<file path="config.mk">
export PLATFORM = sky130hd
export DESIGN_NAME = min_max_difference_pairs
export DESIGN_NICKNAME = d
export VERILOG_FILES = /design/src/hdl/mmdp_pkg.sv /design/src/hdl/min_max_difference_pairs.sv
export SDC_FILE = /design/constraint.sdc
export NUM_CORES = 1
export LEC_CHECK = 0
export ABC_CLOCK_PERIOD_IN_PS = 20800
export BUFFER_PORTS_ARGS = -buffer_cell sky130_fd_sc_hd__buf_4
export CORE_UTILIZATION = 30
export DETAILED_ROUTE_END_ITERATION = 12
export SLEW_MARGIN = 10
export SYNTH_ARGS = -nofsm -noshare
export SYNTH_HDL_FRONTEND = slang
export SYNTH_SLANG_ARGS = --single-unit
export TNS_END_PERCENT = 30
</file>
<file path="constraint.sdc">
create_clock -name clk_i -period 20.8 [get_ports clk_i]
set_input_delay 4.16 -clock clk_i [delete_from_list [all_inputs] [get_ports clk_i]]
set_output_delay 4.16 -clock clk_i [all_outputs]
set_load 0.05 [all_outputs]
</file>
<file path="src/hdl/mmdp_pkg.sv">
// Shared constants for the min/max difference pair finder.
// No dependencies; used by min_max_difference_pairs.
`default_nettype none

package mmdp_pkg;

  // tuser layout of the result stream, lowest bit first
  localparam int unsigned USER_KIND = 0;
  localparam int unsigned USER_FEW  = 1;
  localparam int unsigned USER_OVF  = 2;
  localparam int unsigned USER_W    = 3;

  // result kinds
  localparam logic KIND_MIN = 1'b0;
  localparam logic KIND_MAX = 1'b1;

endpackage

`default_nettype wire

</file>
<file path="src/hdl/min_max_difference_pairs.sv">
// Closest and farthest pairs of a small set of signed values.
// Depends on mmdp_pkg (tuser layout, kind codes).
//
// Loads one signed value per request into a store of MAX_ELEMENTS entries;
// the request with tlast ends the set. The block then makes three passes over the n*(n-1)/2
// pairs, all through one absolute-difference unit fed by a registered two-port read of the
// store: a search pass for the least and greatest difference, a pass emitting the pairs at the
// least difference (kind 0), and a pass emitting the pairs at the greatest (kind 1). Each pair
// is first read from the store and then evaluated; a matching pair waits while the output is
// stalled. Input is not ready during the search. Values beyond the store are dropped and
// flag every result of the set; a set of fewer than two values gives one result with too_few
// set.
`default_nettype none

module min_max_difference_pairs #(
  parameter int unsigned MAX_ELEMENTS  = 8,
  parameter int unsigned ELEMENT_WIDTH = 16
) (
  input  wire logic                                    clk_i,
  input  wire logic                                    rst_ni,
  input  wire logic                                    s_axis_tvalid_i,
  output logic                                         s_axis_tready_o,
  // value
  input  wire logic [((ELEMENT_WIDTH+7)/8)*8-1:0]      s_axis_tdata_i,
  // is_last
  input  wire logic                                    s_axis_tlast_i,
  output logic                                         m_axis_tvalid_o,
  input  wire logic                                    m_axis_tready_i,
  // first_value, second_value, difference
  output logic [((3*ELEMENT_WIDTH+7)/8)*8-1:0]         m_axis_tdata_o,
  // kind, too_few, overflowed
  output logic [mmdp_pkg::USER_W-1:0]                  m_axis_tuser_o,
  // last_result
  output logic                                         m_axis_tlast_o
);

  localparam int unsigned EW     = ELEMENT_WIDTH;
  localparam int unsigned ODW    = ((3*ELEMENT_WIDTH+7)/8)*8;
  localparam int unsigned IW     = $clog2(MAX_ELEMENTS);
  localparam int unsigned CW     = $clog2(MAX_ELEMENTS+1);
  localparam int unsigned NPAIRS = MAX_ELEMENTS*(MAX_ELEMENTS-1)/2;
  localparam int unsigned PW     = $clog2(NPAIRS+1);

  typedef enum logic [1:0] {S_LOAD, S_RD, S_EVAL, S_FEW} state_e;
  typedef enum logic [1:0] {P_SCAN, P_MIN, P_MAX} pass_e;

  state_e state_q, state_d;
  pass_e  pass_q, pass_d;
  logic [CW-1:0] cnt_q, cnt_d;
  logic          ovf_q, ovf_d;
  logic [IW-1:0] i_q, i_d, j_q, j_d;
  logic [EW-1:0] least_q, least_d, great_q, great_d;
  logic [PW-1:0] hi_cnt_q, hi_cnt_d;

  logic          o_valid_q, o_valid_d;
  logic          o_kind_q, o_kind_d, o_few_q, o_few_d, o_ovf_q, o_ovf_d, o_last_q, o_last_d;
  logic [EW-1:0] o_first_q, o_first_d, o_second_q, o_second_d, o_diff_q, o_diff_d;

  // element store, two registered read ports
  logic [EW-1:0] mem_q [MAX_ELEMENTS];
  logic [EW-1:0] rd_a_q, rd_b_q;

  logic          in_acc, wr_en, out_free, last_pair, last_in_row, match;
  logic [CW-1:0] cnt_new;
  logic signed [EW:0] a_x, b_x, sub_ab;
  logic [EW-1:0] diff;

  assign in_acc   = s_axis_tvalid_i && s_axis_tready_o;
  assign wr_en    = in_acc && (cnt_q < CW'(MAX_ELEMENTS));
  assign out_free = !o_valid_q || m_axis_tready_i;

  always_ff @(posedge clk_i) begin
    if (wr_en) begin
      mem_q[cnt_q[IW-1:0]] <= s_axis_tdata_i[EW-1:0];
    end
    if (state_q == S_RD) begin
      rd_a_q <= mem_q[i_q];
      rd_b_q <= mem_q[j_q];
    end
  end

  // shared absolute-difference unit
  always_comb begin
    a_x    = {rd_a_q[EW-1], rd_a_q};
    b_x    = {rd_b_q[EW-1], rd_b_q};
    sub_ab = (a_x > b_x) ? (a_x - b_x) : (b_x - a_x);
    diff   = sub_ab[EW-1:0];
  end

  assign last_in_row = (cnt_q == CW'(j_q) + CW'(1));
  assign last_pair   = last_in_row && (cnt_q == CW'(i_q) + CW'(2));

  always_comb begin
    state_d    = state_q;
    pass_d     = pass_q;
    cnt_d      = cnt_q;
    ovf_d      = ovf_q;
    i_d        = i_q;
    j_d        = j_q;
    least_d    = least_q;
    great_d    = great_q;
    hi_cnt_d   = hi_cnt_q;
    o_valid_d  = o_valid_q && !m_axis_tready_i;
    o_kind_d   = o_kind_q;
    o_few_d    = o_few_q;
    o_ovf_d    = o_ovf_q;
    o_last_d   = o_last_q;
    o_first_d  = o_first_q;
    o_second_d = o_second_q;
    o_diff_d   = o_diff_q;
    cnt_new    = cnt_q;
    match      = 1'b0;

    case (state_q)
      S_LOAD: begin
        if (in_acc) begin
          if (wr_en) begin
            cnt_new = cnt_q + CW'(1);
          end else begin
            ovf_d = 1'b1;
          end
          cnt_d = cnt_new;
          if (s_axis_tlast_i) begin
            if (cnt_new < CW'(2)) begin
              state_d = S_FEW;
            end else begin
              state_d  = S_RD;
              pass_d   = P_SCAN;
              i_d      = '0;
              j_d      = IW'(1);
              least_d  = '1;
              great_d  = '0;
              hi_cnt_d = '0;
            end
          end
        end
      end
      S_RD: begin
        state_d = S_EVAL;
      end
      S_EVAL: begin
        case (pass_q)
          P_SCAN: begin
            if (diff < least_q) begin
              least_d = diff;
            end
            if (diff > great_q) begin
              great_d  = diff;
              hi_cnt_d = PW'(1);
            end else if (diff == great_q) begin
              hi_cnt_d = hi_cnt_q + PW'(1);
            end
          end
          P_MIN:   match = (diff == least_q);
          P_MAX:   match = (diff == great_q);
          default: match = 1'b0;
        endcase
        if (!match || out_free) begin
          if (match) begin
            o_valid_d  = 1'b1;
            o_kind_d   = (pass_q == P_MAX) ? mmdp_pkg::KIND_MAX : mmdp_pkg::KIND_MIN;
            o_few_d    = 1'b0;
            o_ovf_d    = ovf_q;
            o_first_d  = rd_a_q;
            o_second_d = rd_b_q;
            o_diff_d   = diff;
            // the count of greatest-difference pairs tells which result closes the set
            o_last_d   = (pass_q == P_MAX) && (hi_cnt_q == PW'(1));
            if (pass_q == P_MAX) begin
              hi_cnt_d = hi_cnt_q - PW'(1);
            end
          end
          state_d = S_RD;
          if (last_pair) begin
            i_d = '0;
            j_d = IW'(1);
            case (pass_q)
              P_SCAN: pass_d = P_MIN;
              P_MIN:  pass_d = P_MAX;
              default: begin
                state_d = S_LOAD;
                cnt_d   = '0;
                ovf_d   = 1'b0;
              end
            endcase
          end else if (last_in_row) begin
            i_d = i_q + IW'(1);
            j_d = i_q + IW'(2);
          end else begin
            j_d = j_q + IW'(1);
          end
        end
      end
      S_FEW: begin
        if (out_free) begin
          o_valid_d  = 1'b1;
          o_kind_d   = mmdp_pkg::KIND_MIN;
          o_few_d    = 1'b1;
          o_ovf_d    = ovf_q;
          o_last_d   = 1'b1;
          o_first_d  = '0;
          o_second_d = '0;
          o_diff_d   = '0;
          state_d    = S_LOAD;
          cnt_d      = '0;
          ovf_d      = 1'b0;
        end
      end
      default: state_d = S_LOAD;
    endcase
  end

  always_ff @(posedge clk_i or negedge rst_ni) begin
    if (!rst_ni) begin
      state_q   <= S_LOAD;
      pass_q    <= P_SCAN;
      cnt_q     <= '0;
      ovf_q     <= 1'b0;
      i_q       <= '0;
      j_q       <= '0;
      hi_cnt_q  <= '0;
      o_valid_q <= 1'b0;
    end else begin
      state_q   <= state_d;
      pass_q    <= pass_d;
      cnt_q     <= cnt_d;
      ovf_q     <= ovf_d;
      i_q       <= i_d;
      j_q       <= j_d;
      hi_cnt_q  <= hi_cnt_d;
      o_valid_q <= o_valid_d;
    end
  end

  always_ff @(posedge clk_i) begin
    least_q    <= least_d;
    great_q    <= great_d;
    o_kind_q   <= o_kind_d;
    o_few_q    <= o_few_d;
    o_ovf_q    <= o_ovf_d;
    o_last_q   <= o_last_d;
    o_first_q  <= o_first_d;
    o_second_q <= o_second_d;
    o_diff_q   <= o_diff_d;
  end

  assign s_axis_tready_o = (state_q == S_LOAD);
  assign m_axis_tvalid_o = o_valid_q;
  assign m_axis_tdata_o  = ODW'({o_diff_q, o_second_q, o_first_q});
  assign m_axis_tlast_o  = o_last_q;

  always_comb begin
    m_axis_tuser_o                       = '0;
    m_axis_tuser_o[mmdp_pkg::USER_KIND]  = o_kind_q;
    m_axis_tuser_o[mmdp_pkg::USER_FEW]   = o_few_q;
    m_axis_tuser_o[mmdp_pkg::USER_OVF]   = o_ovf_q;
  end

  // a too-few result is always the only, and so the final, one
  a_few_is_last: assert property (@(posedge clk_i) disable iff (!rst_ni)
    o_valid_q && o_few_q |-> o_last_q)
    else $error("too_few result not marked last");

  // a set of pairs always closes on a greatest-difference pair
  a_last_is_max: assert property (@(posedge clk_i) disable iff (!rst_ni)
    o_valid_q && o_last_q && !o_few_q |-> o_kind_q == mmdp_pkg::KIND_MAX)
    else $error("final pair result is not of the greatest kind");

  // a least-difference result always carries the least found in the search
  a_min_diff: assert property (@(posedge clk_i) disable iff (!rst_ni)
    o_valid_q && !o_few_q && o_kind_q == mmdp_pkg::KIND_MIN |-> o_diff_q == least_q)
    else $error("least-difference result does not match the search");

  // each greatest-difference pair met in the emit pass still has a count left
  a_hi_left: assert property (@(posedge clk_i) disable iff (!rst_ni)
    state_q == S_EVAL && pass_q == P_MAX && diff == great_q |-> hi_cnt_q != '0)
    else $error("greatest-difference pair count exhausted early");

endmodule

`default_nettype wire

</file>
==> impl_metrics.yaml, run 1 <==
synth:
  synth_area_um2: 14000
  synth_edf_count: 244
  synth_most_common_cell: "edfxtp_1"
  synth_warnings: 0
  synthCells: 1035
  synth_top_flop_cell: "edfxtp_1"
  ys_seq_elements: 265
  synth_area_leaders: "edfxtp_1 (52%), mux4_2 (10%), ha_1 (6.5%), dfrtp_1 (3.8%), mux2_2 (3.0%)"
  ys_seq_area_share_pct: 56.2
  syn_avg_cell_area_um2: 13.5
  synth_common_cells: "edfxtp_1 (244), nor2_1 (89), inv_1 (86)"
  yosysTopAreaCell: "edfxtp_1"
  synth_cell_types: 73
  synth_nets: 1131
  synthArstFlopShare_pct: 7.92
  synth_top_area_share_pct: 52.5
die:
  die_h_um: 218
  coreArea_um2: 45700
  design.die.area_um2: 47400
  io_pins: 75
  start_util_pct: 30.6
  num_rows: 78
  die_x_um: 218
cells_and_area:
  fillers: 4453
  area_growth_pct: 15.1
  antennaDiodeCount: 0
  nets: 1196
  drive_gt1_share_pct: 23.0
global_route:
  grtUsageTotal_pct: 13.5
  gr-total-overflow: 0
  grt_pass1_vias: 8558
  grt_max_degree: 47
  antenna_found_initial: 0
  grt_pass1_wl_mm: 49.5
setup_path:
  cp.arrival_ps: 6760
  cp_max_fo: 40
  cp-startpoint: "rd_a_q[12]"
  endpoint_kind: "register"
  r2r-start: "rd_a_q[12]"
  criticalPathCategory: "reg2reg"
  start_kind: "register"
  path_delay_family: "simple AND/OR/NAND/NOR gates"
  cp_data_required_time_ps: 20990
  path_cells: "inv_1 > ha_1 > and3_1 > a221oi_1 > o31a_1 > a311o_4 > mux2i_2 > o21ai_0 > xnor2_1 > inv_1 > ha_1 > nand4_1 > nor4_1 > a22oi_1 > nor2b_1 > o21ai_0 > nor2_4 > buf_4"
  crit_slowest_cell: "nor4_1"
  rr_worst_depth: 18
  ff2ff_setup_slack_ps: 14230
  reg2reg_to: "o_second_q[12]"
  cpPeakStageDelay_ps: 770
  crit_buf_inv: 3
clocking:
  numCtsBuffers: 29
  cts-root-buf: "clkbuf_16"
  cts_buffer_depth: 3
  clk_latency_ps: 570
  cts_tree: "done"
  cts_setup_buffers: 0
  numClockSinks: 265
  cts_resized: 0
  clkTransAtPathRegs_ps: 60
  postCtsHoldBufs: 0
  cts-htree-levels: 1
sta:
  drv_slew: 0
  grt_setup_unrepaired: "false"
  max_freq_mhz: 152
  fin_ws_ps: 14230
  setup_tns_ps: 0
  layout_min_cycle_time_ps: 6570
  slew_headroom_pct: 29.4
  hold_slack_ps: 470
  finalCritPeriodShare_pct: 31.6
  finClkSkew_ps: 28.1
  setup_viol: 0
  hold_violations: 0
  worst_pin_slew_ps: 1060
route:
  drtAntennaViolNets: 0
  drc: 0
  viasPerCell: 4.86
  vias: 8357
  drt_iter0_markers: 461
  routed_wl_mm: 32.0
  dr.pass1.iters: 4
  wl_per_cell_um: 18.6
min_path:
  hold_start: "ovf_q"
  hold_class: "reg2reg"
  hold_path_end: "o_ovf_q"
  hold_path_depth: 0
placed_design:
  routabilityCongestion: 0.885
  pre_cts_ws_ps: 14190
  port_buffers: 74
  dpl.hpwl_mm: 21.9
pwr:
  clkPwrFrac_pct: 18.1
  combPwrFrac_pct: 52.5
  p_int_mw: 1.64
  seqPwrFrac_pct: 29.4
  p_sw_share_pct: 41.9
  power.leakage_nw: 6.03
  power_switching_mw: 1.18
  powerDensity_nw_per_um2: 175
  peakVddDrop_mv: 0.0718
outcome:
  outcome: "completed"
run:
  drv_cap: 0
[power groups by stage]
stage	combinational (mW)	sequential [mW]	clock, mW
finish	1.48	0.828	0.509
global route	1.64	0.843	0.538
CTS	1.49	0.830	0.520
detailed placement	1.48	0.841	0
global placement	1.47	0.835	0
floorplan	1.08	0.865	0
[through the flow]
stage / area (um2) / cells / power, mW / utilization [%]
4_1_cts: 16100 / 1721 / 2.84 / 35.2
6_report: 16100 / 1721 / 2.82 / 35.2
2_1_floorplan: 14000 / 1035 / 1.94 / -
3_5_place_dp: 15100 / 1669 / 2.32 / 33.2
3_3_place_gp: 15100 / 1669 / 2.30 / 33.2
5_1_grt: 16100 / 1721 / 3.02 / 35.2
[worst max path at each step]
stage,endpoint,slack [ps],cells after the start
2_1_floorplan,m_axis_tlast_o,13930,2
3_3_place_gp,pass_q[1],14460,9
3_5_place_dp,o_few_q,14190,18
4_1_cts,o_first_q[15],14200,18
5_1_grt,o_second_q[10],13690,18
6_report,o_second_q[12],14230,18
[layout make-up]
class	instances	area, um2	area share (%)
sequential	265	7860	48.9
clock inverter	13	160	0.996
timing repair buffer	88	661	4.11
clock buffer	39	773	4.81
inverter	87	327	2.03
tap	600	751	4.67
multi-input combinational	629	5550	34.5
[registers in the layout, summed over array words and instances, names as in the netlist]
| name | count |
|---|---|
| o_diff_q | 16 |
| cnt_q | 4 |
| rd_a_q | 16 |
| rd_b_q | 16 |
| o_ovf_q | 1 |
| ovf_q | 1 |
| great_q | 16 |
| pass_q | 2 |
| m_axis_tlast_o | 1 |
| o_kind_q | 1 |
| mem_q | 128 |
| state_q | 2 |
| o_second_q | 16 |
| m_axis_tvalid_o | 1 |
| o_first_q | 16 |
| i_q | 3 |
| o_few_q | 1 |
| j_q | 3 |
| least_q | 16 |
| hi_cnt_q | 5 |
[placed cells by master, fill, tap and decap left out, drive strengths merged, types with 7 or more instances in the layout]
cell type  instances
a21o              24
a21oi             49
buf               88
clkbuf            39
clkinv             7
dfrtp             21
edfxtp           244
ha                73
inv               88
mux2              39
mux2i             15
mux4              64
nand2             58
nand2b            15
nand3             14
nand4             15
nor2              91
nor2b             16
nor3              13
o21a               8
o21ai             38
xnor2             14
xor2              11
[routing by layer]
metal	routed length [um]	track usage, %
met5	0	0
met4	586	2.80
met3	1420	2.23
met2	15900	23.5
met1	14100	17.5
[logic make-up (layout without fill, tap and decap cells)]
family / Yosys count / in the layout / share of synthesized area (%)
DFF: 265 / 265 / 56.2
and+or+nand+nor: 248 / 248 / 8.67
AOI/OAI and AO/OA: 163 / 163 / 7.76
buffers and inverters: 141 / 227 / 4.29
muxes: 118 / 118 / 14.6
adders and majority gates: 75 / 75 / 6.83
xor gates and xnor gates: 25 / 25 / 1.62
No activity file was read; power rests on OpenSTA's default activity.
==> run 2, diff against run 1 <==
ABC_CLOCK_PERIOD_IN_PS = 6200   (was 20800)
clock period = 6.2 ns   (was 20.8 ns; I/O delays follow)
==> impl_metrics.yaml, run 2 (synthesized netlist as in run 1, its figures left out) <==
die:
  die_x_um: 218
  io_pins: 75
  start_util_pct: 30.6
  num_rows: 78
  design.die.area_um2: 47400
  coreArea_um2: 45700
  die_h_um: 218
setup_path:
  cp_max_fo: 21
  cp.arrival_ps: 5820
  path_cells: "inv_1 > ha_1 > and3_1 > a221oi_1 > o31a_1 > a311o_4 > mux2i_2 > o21ai_0 > xnor2_1 > inv_1 > ha_1 > nand4_1 > nor4_1 > buf_4 > a22oi_1 > nor2b_1 > o21ai_0 > nor2_4 > buf_12 > buf_12"
  rr_worst_depth: 20
  crit_slowest_cell: "ha_1"
  criticalPathCategory: "reg2reg"
  cpPeakStageDelay_ps: 510
  endpoint_kind: "register"
  ff2ff_setup_slack_ps: 640
  reg2reg_to: "o_second_q[12]"
  start_kind: "register"
  cp_data_required_time_ps: 6470
  r2r-start: "rd_a_q[12]"
cells_and_area:
  final_common_cell: "edfxtp_1"
  fillers: 4402
  antennaDiodeCount: 0
  post-route-util_pct: 35.6
  final_cell_mix: "edfxtp_1 (244), buf_4 (99), nor2_1 (88)"
  register_area_um2: 7860
  final_cells: 1738
  largest_reg_flops: 128
  stdcell_area_um2: 16300
  nets: 1211
  drive_gt1_share_pct: 24.3
  multiInputGateArea_um2: 5550
  area_growth_pct: 16.4
pwr:
  peakVddDrop_mv: 0.226
  p_sw_share_pct: 41.8
  power.leakage_nw: 6.14
  seqPwrFrac_pct: 28.9
  combPwrFrac_pct: 53.1
  clkPwrFrac_pct: 18.0
  p_int_mw: 5.61
  power_switching_mw: 4.02
  fin_total_pwr_mw: 9.62
  powerDensity_nw_per_um2: 592
clocking:
  cts_tree: "done"
  numClockSinks: 265
  cts_resized: 0
  clk_latency_ps: 590
  cts-root-buf: "clkbuf_16"
  cts-htree-levels: 1
  cts_buffer_depth: 3
  numCtsBuffers: 30
  clkTransAtPathRegs_ps: 60
min_path:
  hold_path_depth: 0
  hold_path_end: "o_ovf_q"
  hold_class: "reg2reg"
  hold_start: "ovf_q"
sta:
  layout_min_cycle_time_ps: 5560
  grt_setup_unrepaired: "false"
  worst_pin_slew_ps: 1060
  finalCritPeriodShare_pct: 89.6
  setup_tns_ps: 0
  fin_ws_ps: 644
  hold_violations: 0
  drv_slew: 0
  max_freq_mhz: 180
  finClkSkew_ps: 33.2
  hold_slack_ps: 458
  setup_viol: 0
  slew_headroom_pct: 29.2
route:
  drt_iter0_markers: 535
  dr.pass1.iters: 5
  drtAntennaViolNets: 0
  routed_wl_mm: 31.8
  wl_per_cell_um: 18.3
  viasPerCell: 4.86
  vias: 8454
  drc: 0
global_route:
  grt_pass1_wl_mm: 48.9
  grt_max_degree: 47
  grtUsageTotal_pct: 13.4
  gr-total-overflow: 0
  antenna_found_initial: 0
  grt_pass1_vias: 8595
outcome:
  outcome: "completed"
placed_design:
  dpl_cell_area_um2: 15200
  pre_cts_ws_ps: 426
  place_inst: 1678
  port_buffers: 74
  dpl.hpwl_mm: 21.8
  routabilityCongestion: 0.842
run:
  drv_cap: 0
run 2: power by group through the flow:
stage / Sequential [mW] / Clock (mW) / Combinational [mW]
3_5_place_dp: 2.82 / 0 / 5.09
5_1_grt: 2.83 / 1.84 / 5.64
3_3_place_gp: 2.80 / 0 / 5.04
4_1_cts: 2.79 / 1.78 / 5.12
6_report: 2.78 / 1.74 / 5.11
2_1_floorplan: 2.90 / 0 / 3.61
run 2: critical path, delay by kind of cell (launching register included):
kind            cells  cell delay (ps)
simple gates        5             1130
xor+xnor            1              400
mux                 1              350
flops               1              360
compound gates      6             1440
buf+inv             5              710
fa+ha+maj           2              830
run 2: final cells by class:
cell class / count / area share (%)
multi-input cells: 629 / 34.2
repair buffers: 102 / 4.94
inverters: 87 / 2.01
flip-flops and latches: 265 / 48.3
clock inverters: 20 / 1.23
well taps: 600 / 4.62
clock buffers: 35 / 4.73
run 2: worst max-delay path by stage:
| stage | end | cells past startpoint | slack (ps) | startpoint |
|---|---|---|---|---|
| after floorplan | m_axis_tlast_o | 19 | 330 | rd_a_q[0] |
| after global placement | o_first_q[12] | 19 | 570 | rd_a_q[12] |
| after detailed placement | o_second_q[13] | 19 | 430 | rd_a_q[12] |
| after CTS | o_second_q[12] | 19 | 360 | rd_a_q[12] |
| after global routing | o_second_q[12] | 20 | 190 | rd_a_q[12] |
| final | o_second_q[12] | 20 | 640 | rd_a_q[12] |
run 2: what timing repair did:
| item | CTS | global route |
|---|---|---|
| setup buffers | 0 | 5 |
| hold endpoints to repair | 0 | 0 |
| hold buffers | 0 | 0 |
| endpoints found under the setup margin | 0 | 40 |
run 2: per-layer routing:
metal  vias up  global-route usage [%]  wire length [um]
li1       4022                       -                 -
met1      4220                    17.4             14200
met2       170                    23.2             15600
met3        42                    2.26              1290
met4         0                    3.36               656
met5         -                       0                 0
